## config.mk

```make
export PLATFORM = sky130hd
export DESIGN_NAME = source_token_lexer_top
export DESIGN_NICKNAME = d
export VERILOG_FILES = /design/src/sv/sctl_pkg.sv /design/src/sv/sctl_lexer.sv /design/src/sv/sctl_outq.sv /design/src/sv/source_token_lexer_top.sv
export SDC_FILE = /design/constraint.sdc
export NUM_CORES = 1
export LEC_CHECK = 0
export BUFFER_PORTS_ARGS = -buffer_cell sky130_fd_sc_hd__buf_2
export CORE_AREA = 2 2 208 210
export CTS_BUF_LIST = sky130_fd_sc_hd__clkbuf_8
export DETAILED_ROUTE_END_ITERATION = 8
export DIE_AREA = 0 0 210 212
export HOLD_SLACK_MARGIN = 0.1
export MAX_ROUTING_LAYER = met4
export PLACE_DENSITY = 0.81
export SLEW_MARGIN = 10
export SYNTH_ARGS = -nofsm -noshare
export SYNTH_HDL_FRONTEND = slang
export SYNTH_SLANG_ARGS = --single-unit
```

## constraint.sdc

```tcl
create_clock -name clk -period 18.12 [get_ports clk]
set_input_delay 0.906 -clock clk [delete_from_list [all_inputs] [get_ports clk]]
set_output_delay 0.906 -clock clk [all_outputs]
set_load 0.01 [all_outputs]
```

## src/sv/sctl_pkg.sv

```systemverilog
package sctl_pkg;

  localparam int TEXT_BYTES        = 8;
  localparam int TEXT_W            = 8 * TEXT_BYTES;
  localparam int LANE_BITS         = $clog2(TEXT_BYTES);
  localparam int POSITION_BITS_DEF = 16;
  localparam int OUT_POS_W         = 16;
  localparam int LEN_W             = 8;
  localparam int FIXED_N           = 10;
  localparam int QUEUE_DEPTH       = 4;
  localparam int CNT_W             = $clog2(QUEUE_DEPTH + 1);

  typedef logic [3:0] kind_t;

  localparam kind_t KIND_INTRINSIC = 4'd0;
  localparam kind_t KIND_KEYWORD   = 4'd1;
  localparam kind_t KIND_IDENT     = 4'd2;
  localparam kind_t KIND_CONST     = 4'd3;
  localparam kind_t KIND_EQUALS    = 4'd4;
  localparam kind_t KIND_TYPE      = 4'd5;
  localparam kind_t KIND_ARROW     = 4'd6;
  localparam kind_t KIND_COLON     = 4'd7;
  localparam kind_t KIND_OPEN      = 4'd8;
  localparam kind_t KIND_CLOSE     = 4'd9;

  localparam logic [7:0] CH_NUL     = 8'h00;
  localparam logic [7:0] CH_TAB     = 8'h09;
  localparam logic [7:0] CH_LF      = 8'h0A;
  localparam logic [7:0] CH_SP      = 8'h20;
  localparam logic [7:0] CH_OPEN    = 8'h28;
  localparam logic [7:0] CH_CLOSE   = 8'h29;
  localparam logic [7:0] CH_COLON   = 8'h3A;
  localparam logic [7:0] CH_EQ      = 8'h3D;
  localparam logic [7:0] CH_UPPER_A = 8'd65;
  localparam logic [7:0] CH_UPPER_Z = 8'd90;
  localparam logic [7:0] CH_LOWER_A = 8'd97;
  localparam logic [7:0] CH_LOWER_Z = 8'd122;

  // fixed words, first byte in the lowest byte, checked in list order
  localparam logic [TEXT_W-1:0] FIXED_TEXT [FIXED_N] = '{
    64'h4C4C_4143_5F53_5953,  // intrinsic word
    64'h0000_0000_0000_3E2D,  // ->
    64'h0000_0000_0032_3369,  // i32
    64'h0000_0000_6469_6F76,  // void
    64'h0000_676E_6972_7473,  // string
    64'h0000_0000_636E_7566,  // func
    64'h0065_6475_6C63_6E69,  // include
    64'h0000_0000_0000_6F64,  // do
    64'h0000_0000_0064_6E65,  // end
    64'h0000_0000_646E_6962   // bind
  };

  localparam logic [LEN_W-1:0] FIXED_LEN [FIXED_N] = '{
    8'd8, 8'd2, 8'd3, 8'd4, 8'd6, 8'd4, 8'd7, 8'd2, 8'd3, 8'd4
  };

  localparam kind_t FIXED_KIND [FIXED_N] = '{
    KIND_INTRINSIC, KIND_ARROW, KIND_TYPE, KIND_TYPE, KIND_TYPE,
    KIND_KEYWORD, KIND_KEYWORD, KIND_KEYWORD, KIND_KEYWORD, KIND_KEYWORD
  };

  typedef struct packed {
    kind_t                kind;
    logic [TEXT_W-1:0]    text;
    logic [LEN_W-1:0]     length;
    logic                 trunc;
    logic [OUT_POS_W-1:0] line;
    logic [OUT_POS_W-1:0] col;
    logic                 last;
  } tok_t;

  typedef struct packed {
    logic v0;
    logic v1;
    tok_t t0;
    tok_t t1;
  } push_t;

endpackage

```

## src/sv/sctl_lexer.sv

```systemverilog
module sctl_lexer
  import sctl_pkg::*;
#(
  parameter int POSITION_BITS = POSITION_BITS_DEF
) (
  input  logic       clk,
  input  logic       rst_n,
  input  logic       acc,
  input  logic [7:0] in_byte,
  output push_t      push
);

  localparam logic [POSITION_BITS-1:0] POS_MAX = '1;
  localparam logic [POSITION_BITS-1:0] POS_ONE = POSITION_BITS'(1);

  logic [TEXT_W-1:0]        word_text_r, word_text_nxt;
  logic [LEN_W-1:0]         word_len_r, word_len_nxt;
  logic                     letters_r, letters_nxt;
  logic [POSITION_BITS-1:0] row_r, row_nxt;
  logic [POSITION_BITS-1:0] col_r, col_nxt;

  logic  is_delim;
  logic  is_letter;
  kind_t word_kind;
  kind_t own_kind;
  logic [POSITION_BITS-1:0] col_bump;

  always_comb begin
    word_kind = letters_r ? KIND_IDENT : KIND_CONST;
    if (word_text_r[7:0] == CH_EQ) word_kind = KIND_EQUALS;
    for (int i = FIXED_N - 1; i >= 0; i--) begin
      if (word_len_r == FIXED_LEN[i] && word_text_r == FIXED_TEXT[i]) begin
        word_kind = FIXED_KIND[i];
      end
    end
  end

  always_comb begin
    is_delim = (in_byte == CH_NUL) || (in_byte == CH_SP) || (in_byte == CH_TAB) ||
               (in_byte == CH_LF) || (in_byte == CH_OPEN) || (in_byte == CH_CLOSE) ||
               (in_byte == CH_COLON);
    is_letter = ((in_byte >= CH_UPPER_A) && (in_byte <= CH_UPPER_Z)) ||
                ((in_byte >= CH_LOWER_A) && (in_byte <= CH_LOWER_Z));
    col_bump = (col_r != POS_MAX) ? col_r + POS_ONE : col_r;
    own_kind = (in_byte == CH_OPEN) ? KIND_OPEN :
               (in_byte == CH_CLOSE) ? KIND_CLOSE : KIND_COLON;
  end

  always_comb begin
    word_text_nxt = word_text_r;
    word_len_nxt  = word_len_r;
    letters_nxt   = letters_r;
    row_nxt       = row_r;
    col_nxt       = col_r;
    push          = '0;

    push.t0.kind   = word_kind;
    push.t0.text   = word_text_r;
    push.t0.length = word_len_r;
    push.t0.trunc  = (word_len_r > LEN_W'(TEXT_BYTES));
    push.t0.line   = OUT_POS_W'(row_r);
    push.t0.col    = OUT_POS_W'(col_r);

    push.t1.kind   = own_kind;
    push.t1.text   = TEXT_W'(in_byte);
    push.t1.length = LEN_W'(1);
    push.t1.trunc  = 1'b0;
    push.t1.line   = OUT_POS_W'(row_r);
    push.t1.col    = OUT_POS_W'(col_bump);

    if (acc) begin
      if (!is_delim) begin
        if (word_len_r < LEN_W'(TEXT_BYTES)) begin
          word_text_nxt[8*word_len_r[LANE_BITS-1:0] +: 8] = in_byte;
        end
        if (word_len_r != '1) word_len_nxt = word_len_r + LEN_W'(1);
        if (!is_letter) letters_nxt = 1'b0;
        col_nxt = col_bump;
      end else begin
        push.v0 = (word_len_r != '0);
        word_text_nxt = '0;
        word_len_nxt  = '0;
        letters_nxt   = 1'b1;
        case (in_byte)
          CH_NUL: begin
            row_nxt = POS_ONE;
            col_nxt = POS_ONE;
          end
          CH_LF: begin
            if (row_r != POS_MAX) row_nxt = row_r + POS_ONE;
            col_nxt = POS_ONE;
          end
          CH_SP, CH_TAB: begin
            col_nxt = col_bump;
          end
          default: begin
            col_nxt = col_bump;
            push.v1 = 1'b1;
          end
        endcase
        push.t1.last = 1'b1;
        push.t0.last = !push.v1;
      end
    end
  end

  always_ff @(posedge clk) begin
    if (!rst_n) begin
      word_text_r <= '0;
      word_len_r  <= '0;
      letters_r   <= 1'b1;
      row_r       <= POS_ONE;
      col_r       <= POS_ONE;
    end else begin
      word_text_r <= word_text_nxt;
      word_len_r  <= word_len_nxt;
      letters_r   <= letters_nxt;
      row_r       <= row_nxt;
      col_r       <= col_nxt;
    end
  end

endmodule

```

## src/sv/sctl_outq.sv

```systemverilog
module sctl_outq
  import sctl_pkg::*;
(
  input  logic  clk,
  input  logic  rst_n,
  input  push_t push,
  output logic  space_ok,
  output logic  out_valid,
  input  logic  out_ready,
  output tok_t  out_tok
);

  tok_t             ent_r   [QUEUE_DEPTH];
  tok_t             ent_nxt [QUEUE_DEPTH];
  logic [CNT_W-1:0] cnt_r, cnt_nxt;
  logic [CNT_W-1:0] base;
  logic             pop;
  logic             na, nb;
  tok_t             ta;

  always_comb begin
    pop  = (cnt_r != '0) && out_ready;
    base = cnt_r - CNT_W'(pop);
    na   = push.v0 || push.v1;
    nb   = push.v0 && push.v1;
    ta   = push.v0 ? push.t0 : push.t1;
    for (int i = 0; i < QUEUE_DEPTH - 1; i++) begin
      ent_nxt[i] = pop ? ent_r[i+1] : ent_r[i];
    end
    ent_nxt[QUEUE_DEPTH-1] = ent_r[QUEUE_DEPTH-1];
    for (int i = 0; i < QUEUE_DEPTH; i++) begin
      if (na && base == CNT_W'(i)) begin
        ent_nxt[i] = ta;
      end else if (nb && (base + CNT_W'(1)) == CNT_W'(i)) begin
        ent_nxt[i] = push.t1;
      end
    end
    cnt_nxt = base + CNT_W'(na) + CNT_W'(nb);
  end

  assign space_ok  = (cnt_r <= CNT_W'(QUEUE_DEPTH - 2));
  assign out_valid = (cnt_r != '0);
  assign out_tok   = ent_r[0];

  always_ff @(posedge clk) begin
    if (!rst_n) begin
      cnt_r <= '0;
    end else begin
      cnt_r <= cnt_nxt;
    end
  end

  always_ff @(posedge clk) begin
    for (int i = 0; i < QUEUE_DEPTH; i++) begin
      ent_r[i] <= ent_nxt[i];
    end
  end

endmodule

```

## src/sv/source_token_lexer_top.sv

```systemverilog
// Source token lexer.
// Input stream: one source byte per item on in_tdata; byte 0 ends the text,
// flushes any open word and returns the row and column counters to 1.
// Output stream: one token per item. tuser carries the token kind, tdata the
// text, length, truncation flag, row and column; tlast marks the final token
// caused by one input byte (a delimiter byte can cause up to two tokens).
// Throughput: one input byte per cycle while in_tready is high. Tokens leave
// at one per cycle while out_tready is high, so a run of bytes that each
// cause two tokens is paced by the output side. A token is queued when the
// byte that ends it is accepted; a second token of that byte follows it.
// Results pass through a four-entry output queue; in_tready is high while at
// least two entries are free and depends on registered state only.
// When the receiver stalls, the queue fills and in_tready drops; nothing is
// lost and held tokens stay stable.
// Reset (rst_n low, synchronous) empties the queue, clears the word buffer and
// sets row and column to 1.
module source_token_lexer_top
  import sctl_pkg::*;
#(
  parameter int POSITION_BITS = POSITION_BITS_DEF
) (
  input  logic         clk,
  input  logic         rst_n,
  input  logic         in_tvalid,
  output logic         in_tready,
  input  logic [7:0]   in_tdata,   // [7:0] char_byte
  output logic         out_tvalid,
  input  logic         out_tready,
  output logic [111:0] out_tdata,  // [63:0] token_text, [71:64] token_length,
                                   // [72] text_truncated, [88:73] line_number,
                                   // [104:89] column_after, [111:105] zero
  output logic [3:0]   out_tuser,  // [3:0] token_kind
  output logic         out_tlast   // last_of_run
);

  push_t push;
  tok_t  head;
  logic  space_ok;
  logic  acc;

  assign in_tready = space_ok;
  assign acc       = in_tvalid && space_ok;

  sctl_lexer #(
    .POSITION_BITS(POSITION_BITS)
  ) u_lexer (
    .clk     (clk),
    .rst_n   (rst_n),
    .acc     (acc),
    .in_byte (in_tdata),
    .push    (push)
  );

  sctl_outq u_outq (
    .clk       (clk),
    .rst_n     (rst_n),
    .push      (push),
    .space_ok  (space_ok),
    .out_valid (out_tvalid),
    .out_ready (out_tready),
    .out_tok   (head)
  );

  assign out_tdata = {7'b0, head.col, head.line, head.trunc, head.length, head.text};
  assign out_tuser = head.kind;
  assign out_tlast = head.last;

endmodule
```

# After elaboration in Yosys (flattened, before gate mapping)
# Memories as Yosys holds them, arrays and structs flattened.
# Index checks and enable logic that the tools add are counted.
# classes
add_sub_neg	8
muxes	47
order_cmp	7
multipliers	0
shifts	2
reduce_logical	46
eq_ne	34
n_bitwise	0
div	0
# op_table
operator	n
$mux 110	12
$eq 64x31->1 const B	3
$mux 64	2
$bwmux 64	1
$eq 64x14->1 const B	1
$eq 64x15->1 const B	1
$eq 64x22->1 const B	1
$eq 64x23->1 const B	1
$eq 64x47->1 const B	1
$eq 64x55->1 const B	1
$eq 64x63->1 const B	1
$mux 16	4
$shift 8x34->64 const A	1
$shiftx 8x34->64	1
$mux 4	13
$eq 8x6->1 const B	5
$neg 6->34	1
$add 16x1->16 const B	2
$ne 16x16->1 const B	2
$pmux 16 s2	1
$eq 8x3->1 const B	3
$eq 8x4->1 const B	3
$logic_and 1x1->1	23
$eq 8x2->1 const B	2
other kinds (28)	58
# word_totals
word_cells	151
inputBits	12
latchBits	0
mem_bits_rw	440
output_inout_bits	119
n_memories	1
reg_bits	108
romBits	0
# memory_table
name	words	word_bits	rd	rd_ports_with_merged_regs	wr	line_no	text
u_outq.ent_r	4	110	4	0	4	sctl_outq.sv:13	tok_t ent_r [QUEUE_DEPTH];

# Depth between registers and ports, before layout
# Gate-level depths: netlist of the first run.
# logic_depth
ltp_word	15
mapped_depth	16

# Cells and area by module
# From an unflattened synthesis of the first run, not the netlist that was laid out.
# unflattened
cells_unflattened	2350
hier_area_um2	26764.4
# by_module_without_submodules
mod	cells_per_inst	area_each_um2	n_inst
sctl_outq	1497	20002.9	1
sctl_lexer	844	6698.9	1
source_token_lexer_top	9	62.6	1

# Worst setup path before layout of the first run
# Ideal clock, no wire load.
# synth_path
path_type	input -> register
startpoint	in out_tready
endpoint	mem u_outq.ent_r[0][0] in the netlist's numbering (enable)
setup_ns	0.473
t_required_ns	17.647
n_path_buf	3
arrival_time_ns	5.502
stages	13
setup_slack_ns	12.146
cell_sequence	nand2_1 inv_1 ha_1 ha_1 clkbuf_1 nor2_1 ha_1 clkbuf_1 nand2_1 nor3_1 nor2_1 clkbuf_1 nand2_1
# synth_rtl
item	line_no	text
start: declaration	source_token_lexer_top.sv:28	input logic out_tready,
end: declaration	sctl_outq.sv:13	

==> flow_summary.json, run 1 <==
{
  "synth_compound_area_frac": 0.1230,
  "grt_overflow_total": 0,
  "required_ps": 18410,
  "seqPwrFrac": 0.522,
  "clock_latency_ps": 680,
  "gp_congestion": 0.9824,
  "clock_path_buffers": 3,
  "yosysWarnings": 0,
  "slew_viol_final": 0,
  "p_comb_frac": 0.145,
  "grt_pass1_wl_um": 104900,
  "rsz0062_at_grt": "no",
  "synth_edf_count": 440,
  "rows": 76,
  "cts_tree": "done",
  "finalWirelength_um": 67580,
  "tightest_slew_ps": 1241,
  "antenna_left": 0,
  "cp.arrival_ps": 5810,
  "fmax_mhz": 181.3,
  "avgViaCountPerCell": 6.350,
  "total_leakage_power_nw": 10.15,
  "power.density_mw_per_mm2": 112.6,
  "route.detailed.drc": 0,
  "pre_cts_ws_ps": 12370,
  "synthCells": 2422,
  "syn_area_mm2": 0.02520,
  "initial_utilization": 0.5929,
  "whs_ps": 511.8,
  "hold_viol": 0,
  "crit_type": "flop to flop",
  "root_buffer": "clkbuf_8",
  "first_pass_iters": 6,
  "h-tree-depth": 3,
  "wl_per_cell_um": 21.84,
  "p_int_mw": 2.267,
  "vias": 19650,
  "die_area_mm2": 0.04452,
  "timing.critical_path.fanout_max": 57,
  "fin_crit_sh": 0.3044,
  "port_buffers": 123,
  "synth_fa_ha_area_frac": 0.005759,
  "grt_max_degree": 85,
  "run_status": "finished clean",
  "antenna_found_initial": 1,
  "die_w_um": 210,
  "drt-initial-drc-count": 2241,
  "cp-start-kind": "flop",
  "syn_to_final_growth_pct": 10.41,
  "chipHeight_um": 212,
  "drive_gt1_frac": 0.1217,
  "fin_worst_skew_ps": 27.42,
  "path_clk_slew_ps": 70,
  "cts_setup_buffers": 0,
  "slew-limit-headroom": 0.1725,
  "end_kind": "flop",
  "postLayoutCoreUtil": 0.6546,
  "fin_crit_ps": 5516,
  "ctsHoldBuffers": 0,
  "final_net_count": 2501,
  "synth_top_family_by_area": "simple AND/OR/NAND/NOR gates",
  "worst_slack_ps": 12600,
  "synth_area_per_cell_um2": 10.41,
  "setup-violations-final": 0,
  "synth_mux_area_frac": 0.008440,
  "switchingPower_mw": 0.8648,
  "hpwlAfterDp_um": 42900,
  "ys_async_sr_fraction": 0,
  "seq_area_frac_synth": 0.6101,
  "peakVddDrop_v": 0.0001180,
  "num_io_pins": 131,
  "switching_share": 0.2761,
  "cts-resized-gates": 0,
  "timing.max_cap.violations": 0,
  "grt_pass1_vias": 18720,
  "hp-class": "flop to flop",
  "yosys_most_used_dff": "edfxtp_1",
  "grt_use_total": 0.3139,
  "synth_cell_types": 74,
  "yosys.area_share.simple": 0.2096,
  "pwr-share-clk": 0.333,
  "synth-seq-cells": 548,
  "cts_inserted_buffers": 86,
  "finalSetupTns_ps": 0,
  "coreArea_mm2": 0.04251,
  "cts.sinks": 548,
  "synth-xor-area-share": 0.009036
}
==> power groups by stage <==
stage / clock (mW) / sequential (mW) / combinational, mW
2_1_floorplan: 0 / 1.69 / 0.263
3_3_place_gp: 0 / 1.65 / 0.440
3_5_place_dp: 0 / 1.66 / 0.452
4_1_cts: 1.06 / 1.63 / 0.454
5_1_grt: 1.11 / 1.65 / 0.498
6_report: 1.04 / 1.63 / 0.454
==> worst max-delay path, cell delays in order (launching register included) <==
cell,delay [ps]
dfxtp_1,330
or3_1,390
nand2_1,260
inv_1,80
ha_1,190
ha_1,190
xnor2_1,510
ha_1,370
nand2_1,70
nor2_1,210
and2_1,840
nor2_1,220
nand2_4,600
buf_4,780
==> layer usage <==
metal / part of all wire / wire (um) / vias to the layer above / global-route usage
li1: - / - / 9009 / -
met1: 0.41 / 27600 / 9411 / 0.4089
met2: 0.47 / 31680 / 1034 / 0.4920
met3: 0.083 / 5597 / 194 / 0.04549
met4: 0.040 / 2700 / 0 / 0.1470
met5: 0 / 0 / - / -
==> final cells by class <==
| cell class | instances | area [um^2] |
|---|---|---|
| multi-input cells | 1665 | 9107 |
| flip-flops and latches | 548 | 15370 |
| inverters | 22 | 82.58 |
| clock buffers | 101 | 1390 |
| repair buffers | 155 | 855.8 |
| diodes | 1 | 2.502 |
| fillers | 3272 | 14680 |
| clock inverters | 56 | 327.8 |
| well taps | 546 | 683.2 |
==> synthesized netlist by cell type, types with 16 or more instances <==
cell type | count | area [um^2]
and3_1 | 26 | 162.7
or3_1 | 16 | 100.1
mux2i_1 | 19 | 190.2
nor3_1 | 70 | 350.3
edfxtp_1 | 440 | 13210
a22oi_1 | 33 | 247.7
and2_1 | 77 | 481.7
o21ai_0 | 282 | 1411
nand4_1 | 29 | 181.4
nor4_1 | 30 | 187.7
inv_1 | 21 | 78.83
xnor2_1 | 21 | 183.9
buf_1 | 23 | 86.33
a21oi_1 | 101 | 505.5
nor2b_1 | 51 | 319.1
nand2_1 | 352 | 1321
dfxtp_1 | 108 | 2162
nor2_1 | 99 | 371.6
clkbuf_1 | 147 | 551.8
nand3_1 | 250 | 1251
==> cell families (layout without fill, tap and decap cells) <==
family	Yosys count	count (layout)
buffers and inverters	215	334
AO/OA/AOI/OAI	533	533
flip-flops	548	548
multiplexers	21	21
adder cells (fa/ha/maj)	11	11
XOR/XNOR	26	26
AND/OR/NAND/NOR	1067	1067
other	1	8
==> per-stage QoR <==
step | cell area, um^2 | total power, mW | std cells
3_3_place_gp | 26100 | 2.093 | 2936
6_report | 27820 | 3.132 | 3094
2_1_floorplan | 25220 | 1.952 | 2428
4_1_cts | 27820 | 3.145 | 3093
3_5_place_dp | 26100 | 2.110 | 2936
5_1_grt | 27820 | 3.259 | 3094
==> path summary, 6_finish.rpt <==
check	start	end	slack, ps	depth (start not counted)
max	u_outq.cnt_r[2]	u_outq.ent_r[2][86]	12600	13
min	u_lexer.letters_r	u_lexer.letters_r	510	2
max reg2reg	u_outq.cnt_r[2]	u_outq.ent_r[2][86]	12600	13
min reg2reg	u_lexer.letters_r	u_lexer.letters_r	510	2
==> registers in the layout, summed over array words and instances (netlist names) <==
signal               count
u_lexer.col_r           16
u_lexer.letters_r        1
u_lexer.row_r           16
u_outq.ent_r           440
u_lexer.word_len_r       8
u_lexer.word_text_r     64
u_outq.cnt_r             3
==> cell usage in the layout, fill, tap and decap left out, types with 7 or more instances in the layout <==
| cell type | n |
|---|---|
| and3_1 | 26 |
| ha_1 | 10 |
| buf_4 | 32 |
| inv_1 | 54 |
| and2_1 | 77 |
| nor4_1 | 29 |
| nor2_1 | 97 |
| mux2i_1 | 19 |
| o21ai_1 | 12 |
| o211ai_1 | 14 |
| nand2b_1 | 8 |
| conb_1 | 7 |
| clkinv_1 | 12 |
| or2_2 | 9 |
| buf_2 | 123 |
| nand4_1 | 29 |
| nor2b_1 | 51 |
| nand2_1 | 347 |
| or3_1 | 16 |
| nor3_1 | 70 |
| o21ai_0 | 280 |
| clkinv_2 | 7 |
| xnor2_1 | 21 |
| a22o_1 | 14 |
| a21oi_1 | 99 |
| a32o_1 | 10 |
| edfxtp_1 | 440 |
| nand3_1 | 249 |
| clkbuf_8 | 101 |
| dfxtp_1 | 108 |
| a211oi_1 | 12 |
| a22oi_1 | 33 |
| o22ai_1 | 14 |
Note: power is estimated with default switching activity, not from simulation.
==> run 2, diff against run 1 <==
--- a/config.mk
+++ b/config.mk
@@ -5,14 +5,15 @@
 export SDC_FILE = /design/constraint.sdc
 export NUM_CORES = 1
 export LEC_CHECK = 0
+export ABC_AREA = 1
 export BUFFER_PORTS_ARGS = -buffer_cell sky130_fd_sc_hd__buf_2
-export CORE_AREA = 2 2 208 210
+export CORE_AREA = 2 2 212 214
 export CTS_BUF_LIST = sky130_fd_sc_hd__clkbuf_8
 export DETAILED_ROUTE_END_ITERATION = 8
-export DIE_AREA = 0 0 210 212
+export DIE_AREA = 0 0 214 216
 export HOLD_SLACK_MARGIN = 0.1
 export MAX_ROUTING_LAYER = met4
-export PLACE_DENSITY = 0.81
+export PLACE_DENSITY = 0.8
 export SLEW_MARGIN = 10
 export SYNTH_ARGS = -nofsm -noshare
 export SYNTH_HDL_FRONTEND = slang
==> constraint.sdc (replaced) <==
create_clock -name clk -period 5.7 [get_ports clk]
set_input_delay 0.285 -clock clk [delete_from_list [all_inputs] [get_ports clk]]
set_output_delay 0.285 -clock clk [all_outputs]
set_load 0.01 [all_outputs]
==> run 2 against run 1 <==
Effect of this change: clock skew grew 7.0 ps; first-iteration DRC count grew 7.1%; utilization is essentially flat; count of clock-buffer cells in the layout shrank 6; global-route usage grew 1.0 points; design area grew 3.1%; flip-flop and latch count is the same; clock power grew to 3.1 times the previous value; largest cell class unchanged.
==> flow_summary.json, run 2 <==
{
  "rsz0062_at_grt": "no",
  "syn_to_final_growth_pct": 10.37,
  "h-tree-depth": 3,
  "power.density_mw_per_mm2": 357.7,
  "coreArea_mm2": 0.04384,
  "synth_top_area_frac": 0.5085,
  "wl_per_cell_um": 19.75,
  "synth_common_cells": "nand2_1 (837), edfxtp_1 (440), o21ai_0 (284)",
  "hp-class": "input pin to flop",
  "cts_tree": "done",
  "yosysTopAreaCell": "edfxtp_1",
  "finalSetupTns_ps": 0,
  "die_w_um": 214,
  "first_pass_iters": 6,
  "most-common-layout-cells": "nand2_1 (831), edfxtp_1 (440), o21ai_0 (283), inv_1 (272)",
  "diodes": 0,
  "slew_viol_final": 0,
  "run_status": "finished clean",
  "synth_edf_count": 440,
  "gp_congestion": 0.9853,
  "stdcell_count": 3697,
  "tightest_slew_ps": 1224,
  "cp_cell_sequence": "inv_1 -> ha_1 -> nand3_1 -> nor2_4 -> nor2_2 -> nand3_4 -> nor2_4 -> nor2_4 -> nand2_4 -> buf_12",
  "fin_worst_skew_ps": 34.43,
  "cts.sinks": 548,
  "num_io_pins": 131,
  "synth-seq-cells": 548,
  "p_total_mw": 10.26,
  "slew-limit-headroom": 0.1762,
  "final_net_count": 3055,
  "fmax_mhz": 232.0,
  "synth_area_per_cell_um2": 8.865,
  "cts_setup_buffers": 0,
  "yosysWarnings": 0,
  "clock_latency_ps": 700,
  "rows": 77,
  "multi_input_area_mm2": 0.009005,
  "grt_use_total": 0.3242,
  "chipHeight_um": 216,
  "ctsHoldBuffers": 8,
  "timing.critical_path.fanout_max": 67,
  "final.fill_count": 3590,
  "yosysMostFrequentCell": "nand2_1",
  "crit_type": "flop to flop",
  "worst_path_most_repeated_cell": "nor2_4",
  "synth_cell_types": 43,
  "grt_pass1_wl_um": 113700,
  "port_buffers": 123,
  "die_area_mm2": 0.04622,
  "seqCellArea_mm2": 0.01537,
  "root_buffer": "clkbuf_8",
  "regMostFlops": "u_outq.ent_r",
  "top_regs": "u_outq.ent_r x440, u_lexer.word_text_r x64",
  "cts-resized-gates": 0,
  "setup-violations-final": 0,
  "crit_slowest_cell": "dfxtp_1",
  "largest_register_ffs": 440,
  "timing.max_cap.violations": 0,
  "total_leakage_power_nw": 11.08,
  "avgViaCountPerCell": 5.764,
  "grt_pass1_vias": 20270,
  "drt-initial-drc-count": 2400,
  "fin_crit_ps": 4310,
  "synth_area_leaders": "edfxtp_1 (51%), nand2_1 (12%), dfxtp_1 (8.3%), o21ai_0 (5.5%), nand3_1 (5.0%)",
  "yosys_most_used_dff": "edfxtp_1",
  "antenna_found_initial": 0,
  "synthCells": 2931,
  "antenna_left": 0,
  "grt_max_degree": 97,
  "syn_area_mm2": 0.02598,
  "layout_commonest_cell": "nand2_1",
  "hpwlAfterDp_um": 49110,
  "grt_overflow_total": 0,
  "path_clk_slew_ps": 60,
  "route.detailed.drc": 0,
  "cp_slowest_stage_delay_ps": 760,
  "clock_path_buffers": 3,
  "vias": 21310,
  "ys_async_sr_fraction": 0,
  "cp-start-kind": "flop",
  "drive_gt1_frac": 0.09919,
  "hold_viol": 0,
  "cp.arrival_ps": 4650,
  "cts_inserted_buffers": 88,
  "place_inst": 3526,
  "initial_utilization": 0.5928,
  "fin_crit_sh": 0.7562,
  "postLayoutCoreUtil": 0.6542,
  "finalWirelength_um": 73030,
  "seq_area_frac_synth": 0.5917,
  "end_kind": "flop",
  "peakVddDrop_v": 0.0002692,
  "required_ps": 6040
}
==> run 2: cells by family (layout without fill, tap and decap cells) <==
kind of cell	count (synthesis)	in the layout	synth area share
buffers and inverters	400	568	0.06496
DFF	548	548	0.5917
other	1	7	0.0001443
adders and majority gates	11	11	0.005586
AOI/OAI and AO/OA	491	491	0.09664
xor gates and xnor gates	22	22	0.007416
and+or+nand+nor	1458	1458	0.2335
==> run 2: final timing paths <==
kind                         start                   to  slack (ps)  depth (start not counted)
max          u_lexer.word_len_r[0]  u_outq.ent_r[1][72]        1390                         10
min                          rst_n     u_lexer.col_r[0]         220                          3
max reg2reg  u_lexer.word_len_r[0]  u_outq.ent_r[1][72]        1390                         10
min reg2reg      u_lexer.letters_r    u_lexer.letters_r         480                          2
==> run 2: area by class of cell <==
cell class / count / area share
flip-flops and latches: 548 / 0.5361
repair buffers: 153 / 0.03176
clock buffers: 95 / 0.04559
multi-input cells: 1989 / 0.3140
inverters: 252 / 0.03307
well taps: 592 / 0.02583
clock inverters: 68 / 0.01361
==> run 2: stage by stage <==
stage	instance area (um^2)	setup slack [ps]	hold slack, ps
after CTS	28680	1443	156.9
after global placement	26900	1565	453.9
after floorplan	26020	531.5	432.2
final	28680	1390	218.0
after detailed placement	26900	1469	457.2
after global routing	28680	1147	218.0
==> run 2: power breakdown <==
part / internal [mW] / switching [mW]
registers: 5.07 / 0.203
clock network: 1.68 / 1.58
logic: 0.452 / 1.27
total: 7.20 / 3.06
==> run 2: critical path: cells and delay by family, from the launching register on <==
kind / cells / cell delay (ps)
fa+ha+maj: 1 / 350
buf+inv: 2 / 760
flops: 1 / 760
simple gates: 7 / 2010
==> run 2: layer usage <==
layer / vias to the layer above / share of wire / routed length [um] / track usage
met5: - / 0 / 0 / -
met4: 0 / 0.022 / 1601 / 0.1019
met3: 120 / 0.084 / 6141 / 0.04848
met2: 1059 / 0.45 / 32720 / 0.4826
met1: 10090 / 0.45 / 32560 / 0.4621
li1: 10040 / - / - / -
==> run 3, diff against run 2 <==
--- a/config.mk
+++ b/config.mk
@@ -5,15 +5,15 @@
 export SDC_FILE = /design/constraint.sdc
 export NUM_CORES = 1
 export LEC_CHECK = 0
-export ABC_AREA = 1
+export ABC_AREA = 0
 export BUFFER_PORTS_ARGS = -buffer_cell sky130_fd_sc_hd__buf_2
-export CORE_AREA = 2 2 212 214
+export CORE_AREA = 2 2 208 210
 export CTS_BUF_LIST = sky130_fd_sc_hd__clkbuf_8
 export DETAILED_ROUTE_END_ITERATION = 8
-export DIE_AREA = 0 0 214 216
+export DIE_AREA = 0 0 210 212
 export HOLD_SLACK_MARGIN = 0.1
 export MAX_ROUTING_LAYER = met4
-export PLACE_DENSITY = 0.8
+export PLACE_DENSITY = 0.81
 export SLEW_MARGIN = 10
 export SYNTH_ARGS = -nofsm -noshare
 export SYNTH_HDL_FRONTEND = slang
==> constraint.sdc (replaced) <==
create_clock -name clk -period 4.3 [get_ports clk]
set_input_delay 0.215 -clock clk [delete_from_list [all_inputs] [get_ports clk]]
set_output_delay 0.215 -clock clk [all_outputs]
set_load 0.01 [all_outputs]
==> run 3 against run 2 <==
Effect of this change: non-clock buffer count grew 41; critical path type unchanged; clock skew down 2.7 ps; sequential power increased by 31%; final cell count shrank 15%; first-iteration DRC count decreased by 13%; register-to-register slack got worse by 1000 ps; fmax grew 9.7%; clock power increased by 38%; utilization rose by 1.3 points; sequential share of layout area grew 0.62 points; worst hold slack worse by 50 ps; via count decreased by 5.9%.
==> flow_summary.json, run 3 (same netlist as run 1, synthesis figures left out) <==
{
  "drive_gt1_frac": 0.1354,
  "cts.sinks": 548,
  "finalWirelength_um": 69890,
  "postLayoutCoreUtil": 0.6670,
  "fmax_mhz": 254.5,
  "place_inst": 2969,
  "p_comb_frac": 0.150,
  "hold_viol": 0,
  "end_kind": "flop",
  "final_net_count": 2542,
  "largest_register_ffs": 440,
  "total_leakage_power_nw": 10.40,
  "syn_to_final_growth_pct": 12.50,
  "most-common-layout-cells": "edfxtp_1 (440), nand2_1 (347), o21ai_0 (280), nand3_1 (249), buf_2 (123)",
  "fin_worst_skew_ps": 31.70,
  "clock_latency_ps": 670,
  "antenna_found_initial": 1,
  "seqPwrFrac": 0.514,
  "crit_type": "flop to flop",
  "port_buffers": 123,
  "die_area_mm2": 0.04452,
  "grt_use_total": 0.3221,
  "cts-resized-gates": 0,
  "rsz0062_at_grt": "no",
  "num_io_pins": 131,
  "coreArea_mm2": 0.04251,
  "first_pass_iters": 7,
  "layout_commonest_cell": "edfxtp_1",
  "chipHeight_um": 212,
  "grt_pass1_wl_um": 108200,
  "run_status": "finished clean",
  "grt_pass1_vias": 19240,
  "rows": 76,
  "die_w_um": 210,
  "root_buffer": "clkbuf_8",
  "wl_per_cell_um": 22.26,
  "vias": 20060,
  "tightest_slew_ps": 1185,
  "multi_input_area_mm2": 0.009101,
  "grt_overflow_total": 0,
  "fin_area_mm2": 0.02835,
  "timing.critical_path.fanout_max": 110,
  "final.fill_count": 3246,
  "slew_viol_final": 0,
  "fin_crit_ps": 3929,
  "clock_path_buffers": 3,
  "hp-class": "input pin to flop",
  "seqCellArea_mm2": 0.01537,
  "hpwlAfterDp_um": 44630,
  "top_regs": "u_outq.ent_r x440, u_lexer.word_text_r x64",
  "required_ps": 4570,
  "route.detailed.drc": 0,
  "path_clk_slew_ps": 60,
  "h-tree-depth": 3,
  "initial_utilization": 0.5929,
  "gp_congestion": 0.9521,
  "p_int_mw": 9.676,
  "avgViaCountPerCell": 6.389,
  "finalSetupTns_ps": 0,
  "cp-start-kind": "flop",
  "switchingPower_mw": 3.735,
  "worst_slack_ps": 370.7,
  "grt_max_degree": 111,
  "cp.arrival_ps": 4200,
  "setup-violations-final": 0,
  "switching_share": 0.2785,
  "power.density_mw_per_mm2": 473.0,
  "slew-limit-headroom": 0.2093,
  "cts_inserted_buffers": 88,
  "timing.max_cap.violations": 0,
  "fin_crit_sh": 0.9138,
  "peakVddDrop_v": 0.0003354,
  "cts_tree": "done",
  "pre_cts_ws_ps": 526.4,
  "antenna_left": 0,
  "pwr-share-clk": 0.337,
  "stdcell_count": 3140,
  "regMostFlops": "u_outq.ent_r",
  "place_area_mm2": 0.02650,
  "drt-initial-drc-count": 2098
}
-- run 3: changes by cell type in the layout (fill, tap and decap cells not counted), moves of 23 or more --
cell	previous run	this run
a22oi_1	0	33
and2_1	1	77
and3_1	0	26
buf_4	18	53
inv_1	272	50
nand2_1	831	347
nor2_1	259	97
nor2b_1	0	51
nor3_1	44	70
nor4_1	7	30
o21ai_1	82	12
-- run 3: metrics by stage --
| stage | power (mW) | hold WS, ps |
|---|---|---|
| detailed placement | 8.967 | 492.5 |
| finish | 13.41 | 168.5 |
| global placement | 8.892 | 486.5 |
| floorplan | 8.164 | 385.7 |
| CTS | 13.46 | 106.6 |
| global route | 13.93 | 149.6 |
-- run 3: per-layer routing --
metal | routed length (um) | GRT usage
met5 | 0 | -
met4 | 2463 | 0.1333
met3 | 5705 | 0.04786
met2 | 33770 | 0.5179
met1 | 27950 | 0.4144
-- run 3: worst paths after layout --
kind                        from                 endpoint  slack (ps)  cells past startpoint
max              u_outq.cnt_r[2]      u_outq.ent_r[0][13]         370                     13
min                  in_tdata[2]  u_lexer.word_text_r[42]         170                      2
max reg2reg      u_outq.cnt_r[2]      u_outq.ent_r[0][13]         370                     13
min reg2reg  u_outq.ent_r[2][24]      u_outq.ent_r[1][24]         510                      2
-- run 3: power groups by stage --
stage	registers (mW)	clock network [mW]	logic, mW
5_1_grt	6.94	4.80	2.20
6_report	6.89	4.51	2.01
4_1_cts	6.88	4.58	2.00
2_1_floorplan	7.05	0	1.11
3_5_place_dp	6.99	0	1.98
3_3_place_gp	6.96	0	1.93
-- run 3: layout make-up --
cell class,count,share of cell area
antenna,2,0.0001765
inverter,22,0.002913
tap,546,0.02410
clock inverter,56,0.01121
sequential,548,0.5423
timing repair buffer,194,0.04634
multi-input combinational,1665,0.3210
clock buffer,107,0.05194
-- run 3: timing repair --
action,in CTS,in global routing
hold endpoints to repair,29,0
hold buffers,6,0
setup buffers,0,0
-- run 3: worst max-delay path, stage by stage (launching register included) --
cell and delay [ps]:
dfxtp_1 330, or3_1 400, nand2_1 280, inv_1 80, ha_1 190, ha_1 420
nor2_1 130, ha_1 430, nand2_1 100, nor3_1 160, buf_4 220, nor2_2 90
nand2_4 80, buf_12 320
